<file path="config.mk">
export PLATFORM = sky130hd
export DESIGN_NAME = core_priority_run_queue_core
export DESIGN_NICKNAME = d
export VERILOG_FILES = /design/src/hw/rtl/cprq_pkg.sv /design/src/hw/rtl/cprq_ram.sv /design/src/hw/rtl/core_priority_run_queue_core.sv
export VERILOG_INCLUDE_DIRS = /design/src /design/src/hw/rtl
export SDC_FILE = /design/constraint.sdc
export NUM_CORES = 1
export LEC_CHECK = 0
export BUFFER_PORTS_ARGS = -buffer_cell sky130_fd_sc_hd__buf_2
export CAP_MARGIN = 20
export CORE_MARGIN = 2
export CORE_UTILIZATION = 45
export DETAILED_ROUTE_END_ITERATION = 16
export GPL_ROUTABILITY_DRIVEN = 1
export PLACE_DENSITY = 0.7
export RECOVER_POWER = 25
export SLEW_MARGIN = 20
export SYNTH_ARGS = -nofsm -noshare
export SYNTH_HDL_FRONTEND = slang
export SYNTH_SLANG_ARGS = --single-unit
</file>
<file path="constraint.sdc">
create_clock -name i_clk -period 16.6 [get_ports i_clk]
set_clock_uncertainty 0.15 [all_clocks]
set_input_delay 3.32 -clock i_clk [delete_from_list [all_inputs] [get_ports i_clk]]
set_output_delay 3.32 -clock i_clk [all_outputs]
set_load 0.1 [all_outputs]
</file>
<file path="src/hw/rtl/assert_macros.svh">
// ----------------------------------------------------------------------------
// assert_macros.svh
// Concurrent assertion shorthands shared by the RTL.
// ----------------------------------------------------------------------------
`ifndef ASSERT_MACROS_SVH
`define ASSERT_MACROS_SVH

// Checked only while reset is released.
`define ASSERT_CLK_RST(label, clk, rst_n, prop) \
    label: assert property (@(posedge clk) disable iff (!rst_n) prop) \
        else $error("assertion failed");

// Checked on every edge, reset included.
`define ASSERT_CLK(label, clk, prop) \
    label: assert property (@(posedge clk) prop) \
        else $error("assertion failed");

`endif

</file>
<file path="src/hw/rtl/cprq_pkg.sv">
// ----------------------------------------------------------------------------
// cprq_pkg
// Types and constants of the core run queue.
// ----------------------------------------------------------------------------
`default_nettype none

package cprq_pkg;

    // Queue depth must be a power of two: physical slots wrap by truncation.
    localparam int QUEUE_DEPTH   = 16;
    localparam int PRIORITY_BITS = 8;
    localparam int ID_BITS       = 16;
    localparam int LIFE_BITS     = 16;

    localparam int IDX_W  = $clog2(QUEUE_DEPTH);
    localparam int CNT_W  = IDX_W + 1;
    localparam int TASK_W = ID_BITS + PRIORITY_BITS + LIFE_BITS;

    localparam int MODE_W   = 3;
    localparam int STATUS_W = 2;

    localparam int S_DATA_W = ((TASK_W + 7) / 8) * 8;
    localparam int S_USER_W = MODE_W;
    // id, priority, lifetime, busy, waiting count, total count, running lifetime
    localparam int M_DATA_RAW_W = TASK_W + 1 + 2 * CNT_W + LIFE_BITS;
    localparam int M_DATA_W     = ((M_DATA_RAW_W + 7) / 8) * 8;
    localparam int M_USER_W     = 1 + STATUS_W;

    typedef struct packed {
        logic [LIFE_BITS-1:0]     life;
        logic [PRIORITY_BITS-1:0] prio;
        logic [ID_BITS-1:0]       id;
    } t_task;

    typedef enum logic [MODE_W-1:0] {
        MODE_INSERT = 3'd0,
        MODE_SET    = 3'd1,
        MODE_TICK   = 3'd2,
        MODE_TERM   = 3'd3,
        MODE_POP    = 3'd4
    } t_mode;

    typedef enum logic [STATUS_W-1:0] {
        ST_OK    = 2'd0,
        ST_FULL  = 2'd1,
        ST_EMPTY = 2'd2,
        ST_IDLE  = 2'd3
    } t_status;

endpackage

`default_nettype wire

</file>
<file path="src/hw/rtl/cprq_ram.sv">
// ----------------------------------------------------------------------------
// cprq_ram
// Simple dual-port RAM, one write and one read port, registered read data.
// ----------------------------------------------------------------------------
`default_nettype none

module cprq_ram #(
    parameter int WIDTH = 8,
    parameter int DEPTH = 16
) (
    input  wire logic                     i_clk,
    input  wire logic                     i_we,
    input  wire logic [$clog2(DEPTH)-1:0] i_waddr,
    input  wire logic [WIDTH-1:0]         i_wdata,
    input  wire logic [$clog2(DEPTH)-1:0] i_raddr,
    output logic      [WIDTH-1:0]         o_rdata
);

    logic [WIDTH-1:0] r_mem [DEPTH];

    // Read during write to the same address returns the old word.
    always_ff @(posedge i_clk) begin
        if (i_we) begin
            r_mem[i_waddr] <= i_wdata;
        end
        o_rdata <= r_mem[i_raddr];
    end

endmodule

`default_nettype wire

</file>
<file path="src/hw/rtl/core_priority_run_queue_core.sv">
// ----------------------------------------------------------------------------
// core_priority_run_queue_core
// Running slot plus a priority-sorted waiting queue held in a RAM.
// ----------------------------------------------------------------------------
// Usage:
//   Slave stream: tuser carries the operation (insert, set, tick, terminate,
//   pop), tdata the task record. Master stream: one result transfer per
//   operation, tuser holds the returned-record flag and status, tdata the
//   returned record and the occupancy of the core.
//   Set, tick, error cases and inserts into an empty queue are answered
//   from the idle state; pop and terminate with a waiting task add one
//   RAM read of the head; an insert walks the queue from the tail, one
//   entry per cycle through the RAM read port, and finishes with a write
//   to the head slot if the walk reaches it.
//   One operation is in flight at a time. The result is registered; the
//   next operation is taken while that result is being transferred.
//   When the receiver stalls, the result is held and no new operation is
//   taken. Reset empties the queue and idles the core; the RAM contents
//   are not cleared, only entries below the waiting count are ever read.
// ----------------------------------------------------------------------------
`default_nettype none

module core_priority_run_queue_core (
    input  wire logic                          i_clk,
    input  wire logic                          i_rst_n,
    input  wire logic                          i_s_axis_tvalid,
    output logic                               o_s_axis_tready,
    // [15:0] task_id, [23:16] priority_req, [39:24] lifetime
    input  wire logic [cprq_pkg::S_DATA_W-1:0] i_s_axis_tdata,
    // [2:0] mode
    input  wire logic [cprq_pkg::S_USER_W-1:0] i_s_axis_tuser,
    output logic                               o_m_axis_tvalid,
    input  wire logic                          i_m_axis_tready,
    // [15:0] out_task_id, [23:16] out_priority, [39:24] out_lifetime,
    // [40] busy_res, [45:41] waiting_count, [50:46] total_count,
    // [66:51] running_lifetime, [71:67] zero
    output logic      [cprq_pkg::M_DATA_W-1:0] o_m_axis_tdata,
    // [0] out_valid, [2:1] status
    output logic      [cprq_pkg::M_USER_W-1:0] o_m_axis_tuser
);

    import cprq_pkg::*;

    `include "assert_macros.svh"

    typedef enum logic [2:0] {
        S_IDLE,
        S_INS,
        S_INS_HEAD,
        S_POP,
        S_PROMOTE
    } t_state;

    t_state              r_state,   n_state;
    logic [IDX_W-1:0]    r_head,    n_head;
    logic [CNT_W-1:0]    r_cnt,     n_cnt;
    logic                r_run_vld, n_run_vld;
    t_task               r_run,     n_run;
    t_task               r_req,     n_req;
    t_task               r_ret,     n_ret;
    logic [IDX_W-1:0]    r_cur,     n_cur;
    logic                r_out_vld;
    logic [M_DATA_W-1:0] r_out_data;
    logic [M_USER_W-1:0] r_out_user;

    logic                w_accept;
    t_mode               w_mode;
    t_task               w_in_task;
    logic [CNT_W-1:0]    w_cnt_dec;
    t_task               w_rdata;
    logic [TASK_W-1:0]   w_rdata_raw;

    logic                w_ram_we;
    logic [IDX_W-1:0]    w_ram_waddr;
    t_task               w_ram_wdata;
    logic [IDX_W-1:0]    w_ram_raddr;

    logic                w_res_load;
    logic                w_res_ret_vld;
    t_task               w_res_ret;
    t_status             w_res_status;
    logic [LIFE_BITS-1:0] w_res_run_life;
    logic [CNT_W-1:0]    w_res_total;
    logic [M_DATA_W-1:0] w_res_data;
    logic [M_USER_W-1:0] w_res_user;

    assign o_s_axis_tready = (r_state == S_IDLE) && (!r_out_vld || i_m_axis_tready);
    assign w_accept        = i_s_axis_tvalid && o_s_axis_tready;
    assign w_mode          = t_mode'(i_s_axis_tuser[MODE_W-1:0]);
    assign w_in_task.id    = i_s_axis_tdata[ID_BITS-1:0];
    assign w_in_task.prio  = i_s_axis_tdata[ID_BITS +: PRIORITY_BITS];
    assign w_in_task.life  = i_s_axis_tdata[ID_BITS+PRIORITY_BITS +: LIFE_BITS];
    assign w_cnt_dec       = r_cnt - CNT_W'(1);
    assign w_rdata         = t_task'(w_rdata_raw);

    cprq_ram #(
        .WIDTH (TASK_W),
        .DEPTH (QUEUE_DEPTH)
    ) u_wait_ram (
        .i_clk   (i_clk),
        .i_we    (w_ram_we),
        .i_waddr (w_ram_waddr),
        .i_wdata (w_ram_wdata),
        .i_raddr (w_ram_raddr),
        .o_rdata (w_rdata_raw)
    );

    always_comb begin
        n_state     = r_state;
        n_head      = r_head;
        n_cnt       = r_cnt;
        n_run_vld   = r_run_vld;
        n_run       = r_run;
        n_req       = r_req;
        n_ret       = r_ret;
        n_cur       = r_cur;
        w_ram_we    = 1'b0;
        w_ram_waddr = r_head;
        w_ram_wdata = r_req;
        w_ram_raddr = r_head;
        w_res_load    = 1'b0;
        w_res_ret_vld = 1'b0;
        w_res_ret     = '0;
        w_res_status  = ST_OK;

        unique case (r_state)
            S_IDLE: begin
                if (w_accept) begin
                    unique case (w_mode)
                        MODE_INSERT: begin
                            if (r_cnt >= CNT_W'(QUEUE_DEPTH)) begin
                                w_res_status = ST_FULL;
                                w_res_load   = 1'b1;
                            end else if (r_cnt == '0) begin
                                w_ram_we    = 1'b1;
                                w_ram_waddr = r_head;
                                w_ram_wdata = w_in_task;
                                n_cnt       = r_cnt + CNT_W'(1);
                                w_res_load  = 1'b1;
                            end else begin
                                // walk down from the tail
                                n_req       = w_in_task;
                                n_cur       = w_cnt_dec[IDX_W-1:0];
                                w_ram_raddr = r_head + w_cnt_dec[IDX_W-1:0];
                                n_state     = S_INS;
                            end
                        end
                        MODE_SET: begin
                            n_run      = w_in_task;
                            n_run_vld  = 1'b1;
                            w_res_load = 1'b1;
                        end
                        MODE_TICK: begin
                            if (r_run_vld && (r_run.life != '0)) begin
                                n_run.life = r_run.life - LIFE_BITS'(1);
                            end
                            w_res_load = 1'b1;
                        end
                        MODE_TERM: begin
                            if (!r_run_vld) begin
                                w_res_status = ST_IDLE;
                                w_res_load   = 1'b1;
                            end else if (r_cnt == '0) begin
                                n_run_vld     = 1'b0;
                                w_res_ret_vld = 1'b1;
                                w_res_ret     = r_run;
                                w_res_load    = 1'b1;
                            end else begin
                                n_ret       = r_run;
                                w_ram_raddr = r_head;
                                n_state     = S_PROMOTE;
                            end
                        end
                        MODE_POP: begin
                            if (r_cnt == '0) begin
                                w_res_status = ST_EMPTY;
                                w_res_load   = 1'b1;
                            end else begin
                                w_ram_raddr = r_head;
                                n_state     = S_POP;
                            end
                        end
                        default: begin
                            w_res_load = 1'b1;
                        end
                    endcase
                end
            end
            S_INS: begin
                // w_rdata holds logical entry r_cur
                w_ram_we    = 1'b1;
                w_ram_waddr = r_head + r_cur + IDX_W'(1);
                if (w_rdata.prio >= r_req.prio) begin
                    w_ram_wdata = w_rdata;
                    if (r_cur == '0) begin
                        n_state = S_INS_HEAD;
                    end else begin
                        n_cur       = r_cur - IDX_W'(1);
                        w_ram_raddr = r_head + r_cur - IDX_W'(1);
                    end
                end else begin
                    w_ram_wdata = r_req;
                    n_cnt       = r_cnt + CNT_W'(1);
                    w_res_load  = 1'b1;
                    n_state     = S_IDLE;
                end
            end
            S_INS_HEAD: begin
                w_ram_we    = 1'b1;
                w_ram_waddr = r_head;
                w_ram_wdata = r_req;
                n_cnt       = r_cnt + CNT_W'(1);
                w_res_load  = 1'b1;
                n_state     = S_IDLE;
            end
            S_POP: begin
                n_head        = r_head + IDX_W'(1);
                n_cnt         = w_cnt_dec;
                w_res_ret_vld = 1'b1;
                w_res_ret     = w_rdata;
                w_res_load    = 1'b1;
                n_state       = S_IDLE;
            end
            S_PROMOTE: begin
                n_run         = w_rdata;
                n_head        = r_head + IDX_W'(1);
                n_cnt         = w_cnt_dec;
                w_res_ret_vld = 1'b1;
                w_res_ret     = r_ret;
                w_res_load    = 1'b1;
                n_state       = S_IDLE;
            end
            default: begin
                n_state = S_IDLE;
            end
        endcase

        w_res_run_life = n_run_vld ? n_run.life : '0;
        w_res_total    = n_cnt + CNT_W'(n_run_vld);
        w_res_data     = M_DATA_W'({w_res_run_life, w_res_total, n_cnt, n_run_vld,
                                    w_res_ret.life, w_res_ret.prio, w_res_ret.id});
        w_res_user     = {w_res_status, w_res_ret_vld};
    end

    always_ff @(posedge i_clk) begin
        if (!i_rst_n) begin
            r_state   <= S_IDLE;
            r_head    <= '0;
            r_cnt     <= '0;
            r_run_vld <= 1'b0;
            r_out_vld <= 1'b0;
        end else begin
            r_state   <= n_state;
            r_head    <= n_head;
            r_cnt     <= n_cnt;
            r_run_vld <= n_run_vld;
            if (w_res_load) begin
                r_out_vld <= 1'b1;
            end else if (i_m_axis_tready) begin
                r_out_vld <= 1'b0;
            end
        end
        r_run <= n_run;
        r_req <= n_req;
        r_ret <= n_ret;
        r_cur <= n_cur;
        if (w_res_load) begin
            r_out_data <= w_res_data;
            r_out_user <= w_res_user;
        end
    end

    assign o_m_axis_tvalid = r_out_vld;
    assign o_m_axis_tdata  = r_out_data;
    assign o_m_axis_tuser  = r_out_user;

    `ASSERT_CLK_RST(a_cnt_bound, i_clk, i_rst_n, r_cnt <= CNT_W'(QUEUE_DEPTH))
    `ASSERT_CLK_RST(a_walk_no_overlap, i_clk, i_rst_n,
        (r_state == S_INS) |-> (w_ram_waddr != w_ram_raddr))
    `ASSERT_CLK_RST(a_total_consistent, i_clk, i_rst_n,
        o_m_axis_tvalid |-> (o_m_axis_tdata[TASK_W+1+CNT_W +: CNT_W] ==
            o_m_axis_tdata[TASK_W+1 +: CNT_W] + CNT_W'(o_m_axis_tdata[TASK_W])))
    `ASSERT_CLK(a_reset_quiet, i_clk, !i_rst_n |=> !o_m_axis_tvalid)

endmodule

`default_nettype wire
</file>
# [Word-level counts from Yosys, hierarchy flattened]
# Memories as Yosys holds them, arrays and structs flattened. A register that Yosys moved wholly into a read port is not among the register bits.
# Index checks and enable logic that the tools add are counted.
[totals] word_cells=153 ramBits=640 reg_bits=208 input_bits=47 mem_count=1
[memory_table] memory="u_wait_ram.r_mem" words=16 width=40 read_ports=1 rd_ports_with_merged_regs=1 wr=1 line="cprq_ram.sv:19" rtl="logic [WIDTH-1:0] r_mem [DEPTH];"
[classes] reduce_logical=22 n_bitwise=2 n_lt_le_gt_ge=2 n_eq_ne=22 mux=75 n_addsub=10
[ops] op="2-to-1 mux 40 bit" count=10
[ops] op="one-hot mux 40 bit (2 select lines)" count=2
[ops] op="one-hot mux 40 bit (3 select lines)" count=1
[ops] op="2-to-1 mux 4 bit" count=13
[ops] op="one-hot mux 16 bit (2 select lines)" count=1
[ops] op="2-to-1 mux 5 bit" count=5
[ops] op="2-to-1 mux 24 bit" count=1
[ops] op="2-to-1 mux 3 bit" count=8
[ops] op="2-to-1 mux 1 bit" count=20
[ops] op="one-hot mux 5 bit (4 select lines)" count=1
[ops] op="inequality test 3 bit, second input constant" count=6
[ops] op="2-to-1 mux 16 bit" count=1
[ops] op="one-hot mux 4 bit (2 select lines)" count=2
[ops] op="nonzero test 16 bit" count=1
[ops] op="subtractor 16 x 1 -> 16 bit, second input constant" count=1
[ops] op="== test 3 x 2 -> 1 bit, second input constant" count=4
[ops] op="inequality test 2 bit, second input constant" count=5
[ops] op="AND reduction 5 bit" count=2
[ops] op="one-hot mux 3 bit (3 select lines)" count=1
[ops] op="adder 4 x 1 -> 4 bit, second input constant" count=2
[ops] op="adder 4 bit" count=2
[ops] op="greater-or-equal comparator 8 bit" count=1
[ops] op="AND reduction 8 bit" count=1
[ops] op="subtractor 4 x 1 -> 4 bit, second input constant" count=2
[ops] op="26 further kinds" count=40

# [Logic depth before layout (Yosys ltp)]
[depth] word_depth=8 mapped_depth=15

# [By module]
# Synthesis repeated with hierarchy kept, for this count alone.
[unflattened] cells_unflattened=1931 area_unflattened_um2=35706.7
[modules_own_cells] mod="cprq_ram" instances=1 cells_each=1040 area_per_inst_um2=25130.4 seq_area_each_um2=20019.2
[modules_own_cells] mod="core_priority_run_queue_core" instances=1 cells_each=891 area_per_inst_um2=10576.4 seq_area_each_um2=5945.7

# [Least setup slack after synthesis]
# OpenSTA, ideal clock, no wires.
[synth_timing] path_type="input-to-output" start="in i_m_axis_tready" end="out o_s_axis_tready" required_ps=13130 path_stages=2 path_buffers=0 setup_slack_ps=8484 arrival_ps=4646 path_cell_list="nor2b_1 nor2_1"
[synth_between] elab_chain_len=2
[synth_lines] item="start: declaration" line="core_priority_run_queue_core.sv:33" rtl="input wire logic i_m_axis_tready,"
[synth_lines] item="logical OR 1 bit" line="core_priority_run_queue_core.sv:87" rtl="assign o_s_axis_tready = (r_state == S_IDLE) && (!r_out_vld || i_m_axis_tready);"
[synth_lines] item="logical AND 1 bit" line="core_priority_run_queue_core.sv:87"
[synth_lines] item="end: declaration" line="core_priority_run_queue_core.sv:27" rtl="output logic o_s_axis_tready,"
# Every way passes these cells.

# [Worst setup path in the final report]
[layout_timing] start="in i_m_axis_tready" end="reg u_wait_ram.o_rdata[0], read port of u_wait_ram.r_mem"
[layout_between] elab_chain_len=5
[layout_lines] item="logical OR 1 bit" line="core_priority_run_queue_core.sv:87"
[layout_lines] item="logical AND 1 bit" line="core_priority_run_queue_core.sv:87"
[layout_lines] item="logical AND 1 bit" line="core_priority_run_queue_core.sv:88" rtl="assign w_accept = i_s_axis_tvalid && o_s_axis_tready;"
[layout_lines] item="2-to-1 mux 4 bit" line="core_priority_run_queue_core.sv:128" rtl="if (w_accept) begin"
[layout_lines] item="one-hot mux 4 bit (2 select lines)" line="core_priority_run_queue_core.sv:126" rtl="unique case (r_state)"
[layout_lines] item="end: declaration" line="cprq_ram.sv:16" rtl="output logic [WIDTH-1:0] o_rdata"
# Every way passes these cells.
# A chain may end at the register's enable or synchronous reset.

==> flow_summary.toml <==
[outcome]
status = "finished, violations left"
violations = "max-capacitance violations, max-slew violations"

[setup_path]
startpoint = "i_m_axis_tready"
r2r_end = "u_wait_ram.o_rdata[0]"
reg2reg_slack_ns = 9.01
crit_path_end_kind = "register"
cp_data_arrival_time_ns = 9.81
start_kind = "primary input"
cp.required_ns = 16.99
endpoint = "u_wait_ram.o_rdata[0]"
cp_max_fo = 159
timing_worst_setup_path_type = "primary input to register"
r2r-start = "r_state[0]"
r2r_cells = 13

[power_and_ir_drop]
power_density_nw_per_um2 = 117
sw_frac_of_total_pct = 22.8
p_sw_mw = 1.05
p_leak_nw = 13.1
p_total_mw = 4.63
seq_power_share_pct = 54.3
p_clk_share_pct = 40.0
p_comb_share_pct = 5.6
p_int_mw = 3.57
vdd_ir_drop_max_v = 0.0000723

[yosys]
syn_avg_cell_area_um2 = 13.5
synth_edf_count = 818
ys_seq_elements = 888
synth_cell_types = 63
synth_async_sr_flop_share_pct = 0
postSynthCellCount = 2618
syn_area_um2 = 35400
synth-seq-area-share_pct = 73.3
synth-main-ff-cell = "edfxtp_1"
yosys_warnings = 0

[place]
port_buffers = 118
place_hpwl_mm = 47.4
gp_congestion = 0.924
postPlaceCellArea_um2 = 37100

[cells_and_area]
area_growth_pct = 11.7
drive_gt1_share_pct = 6.65
final_area_um2 = 39600
fin_nets = 2758
fill_cells = 6445

[drt]
drt_iter0_drc = 3160
drcViolationCount = 0
ant_nets = 0
viasPerCell = 6.05
wl_per_cell_um = 24.1
dr.pass1.iters = 7
wl_mm = 91.7
num_vias = 23000

[global_route]
grt_pass1_vias = 22300
grt_pass1_wl_mm = 136
grt_usage_pct = 22.1
grt_max_degree = 268
antenna_found_initial = 4
overflow = 0

[min_path]
worstHoldStart = "r_run[15]"
hold_path_class = "register to register"

[floorplan]
fp.dieArea_um2 = 81000
initial_core_util_pct = 45.6
fp.dieH_um = 285
die_x_um = 285
num_rows = 102
core_um2 = 77700
io-pin-count = 124

[sta]
worstMarginPinSlew_ns = 4.49
tns_ns = 0
rsz0062_at_grt = "no"
relSlewSlack_pct = -203
fin_crit_ns = 9.41
period_share_pct = 56.7
slew_violations = 293
hold_violations = 0
hold_ws_ns = 0.298
setup_viol = 0
fmax_ghz = 0.106

[clock_tree]
cts_root_buf = "clkbuf_16"
cts_max_path_buffers = 3
cts_made_buffers = 82
h-tree-depth = 3
cts.clk_slew.worst_paths_ns = 0.06
clk-insertion-delay-late_ns = 0.64
cts_hold_buffers = 0
clock_sinks = 888
cts_tree = "done"
postCtsSetupRepairBufs = 0
post_cts_resized = 0

[flow_run]
cap_viol_max_count = 7
[through the flow]
stage / utilization, % / setup slack [ns] / std cells
after floorplan: - / 8.48 / 2622
after global placement: 47.7 / 8.66 / 3638
after detailed placement: 47.7 / 8.51 / 3638
after CTS: 51.1 / 9.02 / 3791
after global routing: 50.9 / 7.01 / 3797
final: 50.9 / 7.19 / 3797
[power by group through the flow]
stage,logic [mW],registers [mW],clock network (mW)
floorplan,0.104,2.64,0
global route,0.276,2.52,1.96
CTS,0.264,2.51,1.87
finish,0.261,2.51,1.85
global placement,0.259,2.56,0
detailed placement,0.263,2.56,0
[critical path: stages]
cell and delay (ns):
buf_2 0.08, nor2b_1 0.08, or4b_1 0.86, or2_0 0.42
clkinv_1 0.07, clkbuf_1 2.13, and2_1 0.43, a211o_4 0.54
buf_12 0.42, buf_16 0.41, nand2_1 0.12, a32oi_1 0.24
a22oi_1 0.12, o211ai_1 0.14
[cell families (layout without fill, tap and decap cells)]
logic type,after synthesis,after routing,synth area share [%]
flops,888,888,73.3
buf+inv,245,376,2.91
compound gates,621,621,12.9
other cells,1,9,0.0106
xor+xnor,26,26,0.642
simple gates,806,806,9.22
fa+ha+maj,27,27,0.995
mux,4,4,0.116
[placed cells by master (no fill, tap or decap), types with 6 or more instances in the layout]
cell,n
a222oi_1,41
and3_1,7
clkinv_1,20
edfxtp_1,818
buf_4,27
nor2_4,19
a32oi_1,121
nand2_1,634
bufinv_16,6
nor3_1,18
a32o_1,41
a22oi_1,83
nand3_1,17
clkbuf_1,140
o22ai_1,11
nor2_1,46
o211ai_1,41
clkbuf_16,84
a31oi_1,8
xnor2_1,15
and2_1,16
xor2_1,11
o21ai_0,23
nand2b_1,7
a21oi_1,192
clkinv_2,10
a22o_1,24
buf_2,6
ha_1,25
inv_1,66
dfxtp_1,70
nor2b_1,6
[sequential cells by signal, summed over array words and instances, names as in the netlist, 5 cells and up]
name / flops
u_wait_ram.r_mem: 640
o_m_axis_tdata: 67
r_req: 40
r_ret: 40
r_run: 40
u_wait_ram.o_rdata: 40
r_cnt: 5
[synth_stat cells (all sizes together), types with 5 or more instances]
master	n	area, µm²
xor2	11	96.3
xnor2	15	131
a32o	41	410
a221oi	6	70.1
and3	7	43.8
o22ai	11	68.8
nor2	66	248
a222oi	41	410
edfxtp	818	24600
ha	25	313
o211ai	41	308
a221o	5	50.1
a22o	24	210
nand2b	7	43.8
nor3	18	90.1
dfxtp	70	1400
a31oi	8	50.1
a22oi	83	623
clkbuf	104	390
a21o	5	37.5
nor2b	8	50.1
a21oi	192	961
nand3	17	85.1
o21ai	23	115
or2	5	33.8
nand4	5	31.3
inv	67	251
nand2	635	2380
nor4	5	31.3
buf	74	390
a32oi	121	1060
and2	20	125
[per-layer routing]
metal  vias up  part of all wire [%]  routed length (µm)  track usage [%]
met3       177                    10                9370             4.37
met4         0                   3.0                2760             8.91
met5         -                     0                   0                0
li1      10100                     -                   -                -
met2      1288                    47               43300             35.7
met1     11500                    40               36200             29.6
[final cells by class]
cell class / count / area (µm²) / area share (%)
clock inverters: 43 / 398 / 1.01
inverters: 67 / 251 / 0.635
clock buffers: 110 / 2240 / 5.66
diodes: 4 / 10.0 / 0.0253
repair buffers: 156 / 791 / 2.00
multi-input cells: 1489 / 8630 / 21.8
well taps: 1040 / 1300 / 3.29
flip-flops and latches: 888 / 26000 / 65.6
[how the worst min path moves through the flow]
stage | to | cells after the start
global route | r_ret[22] | 0
detailed placement | r_ret[7] | 0
CTS | r_ret[7] | 0
finish | r_ret[15] | 0
global placement | r_ret[1] | 0
floorplan | r_ret[26] | 0
Power figures use the tool's default switching activity.
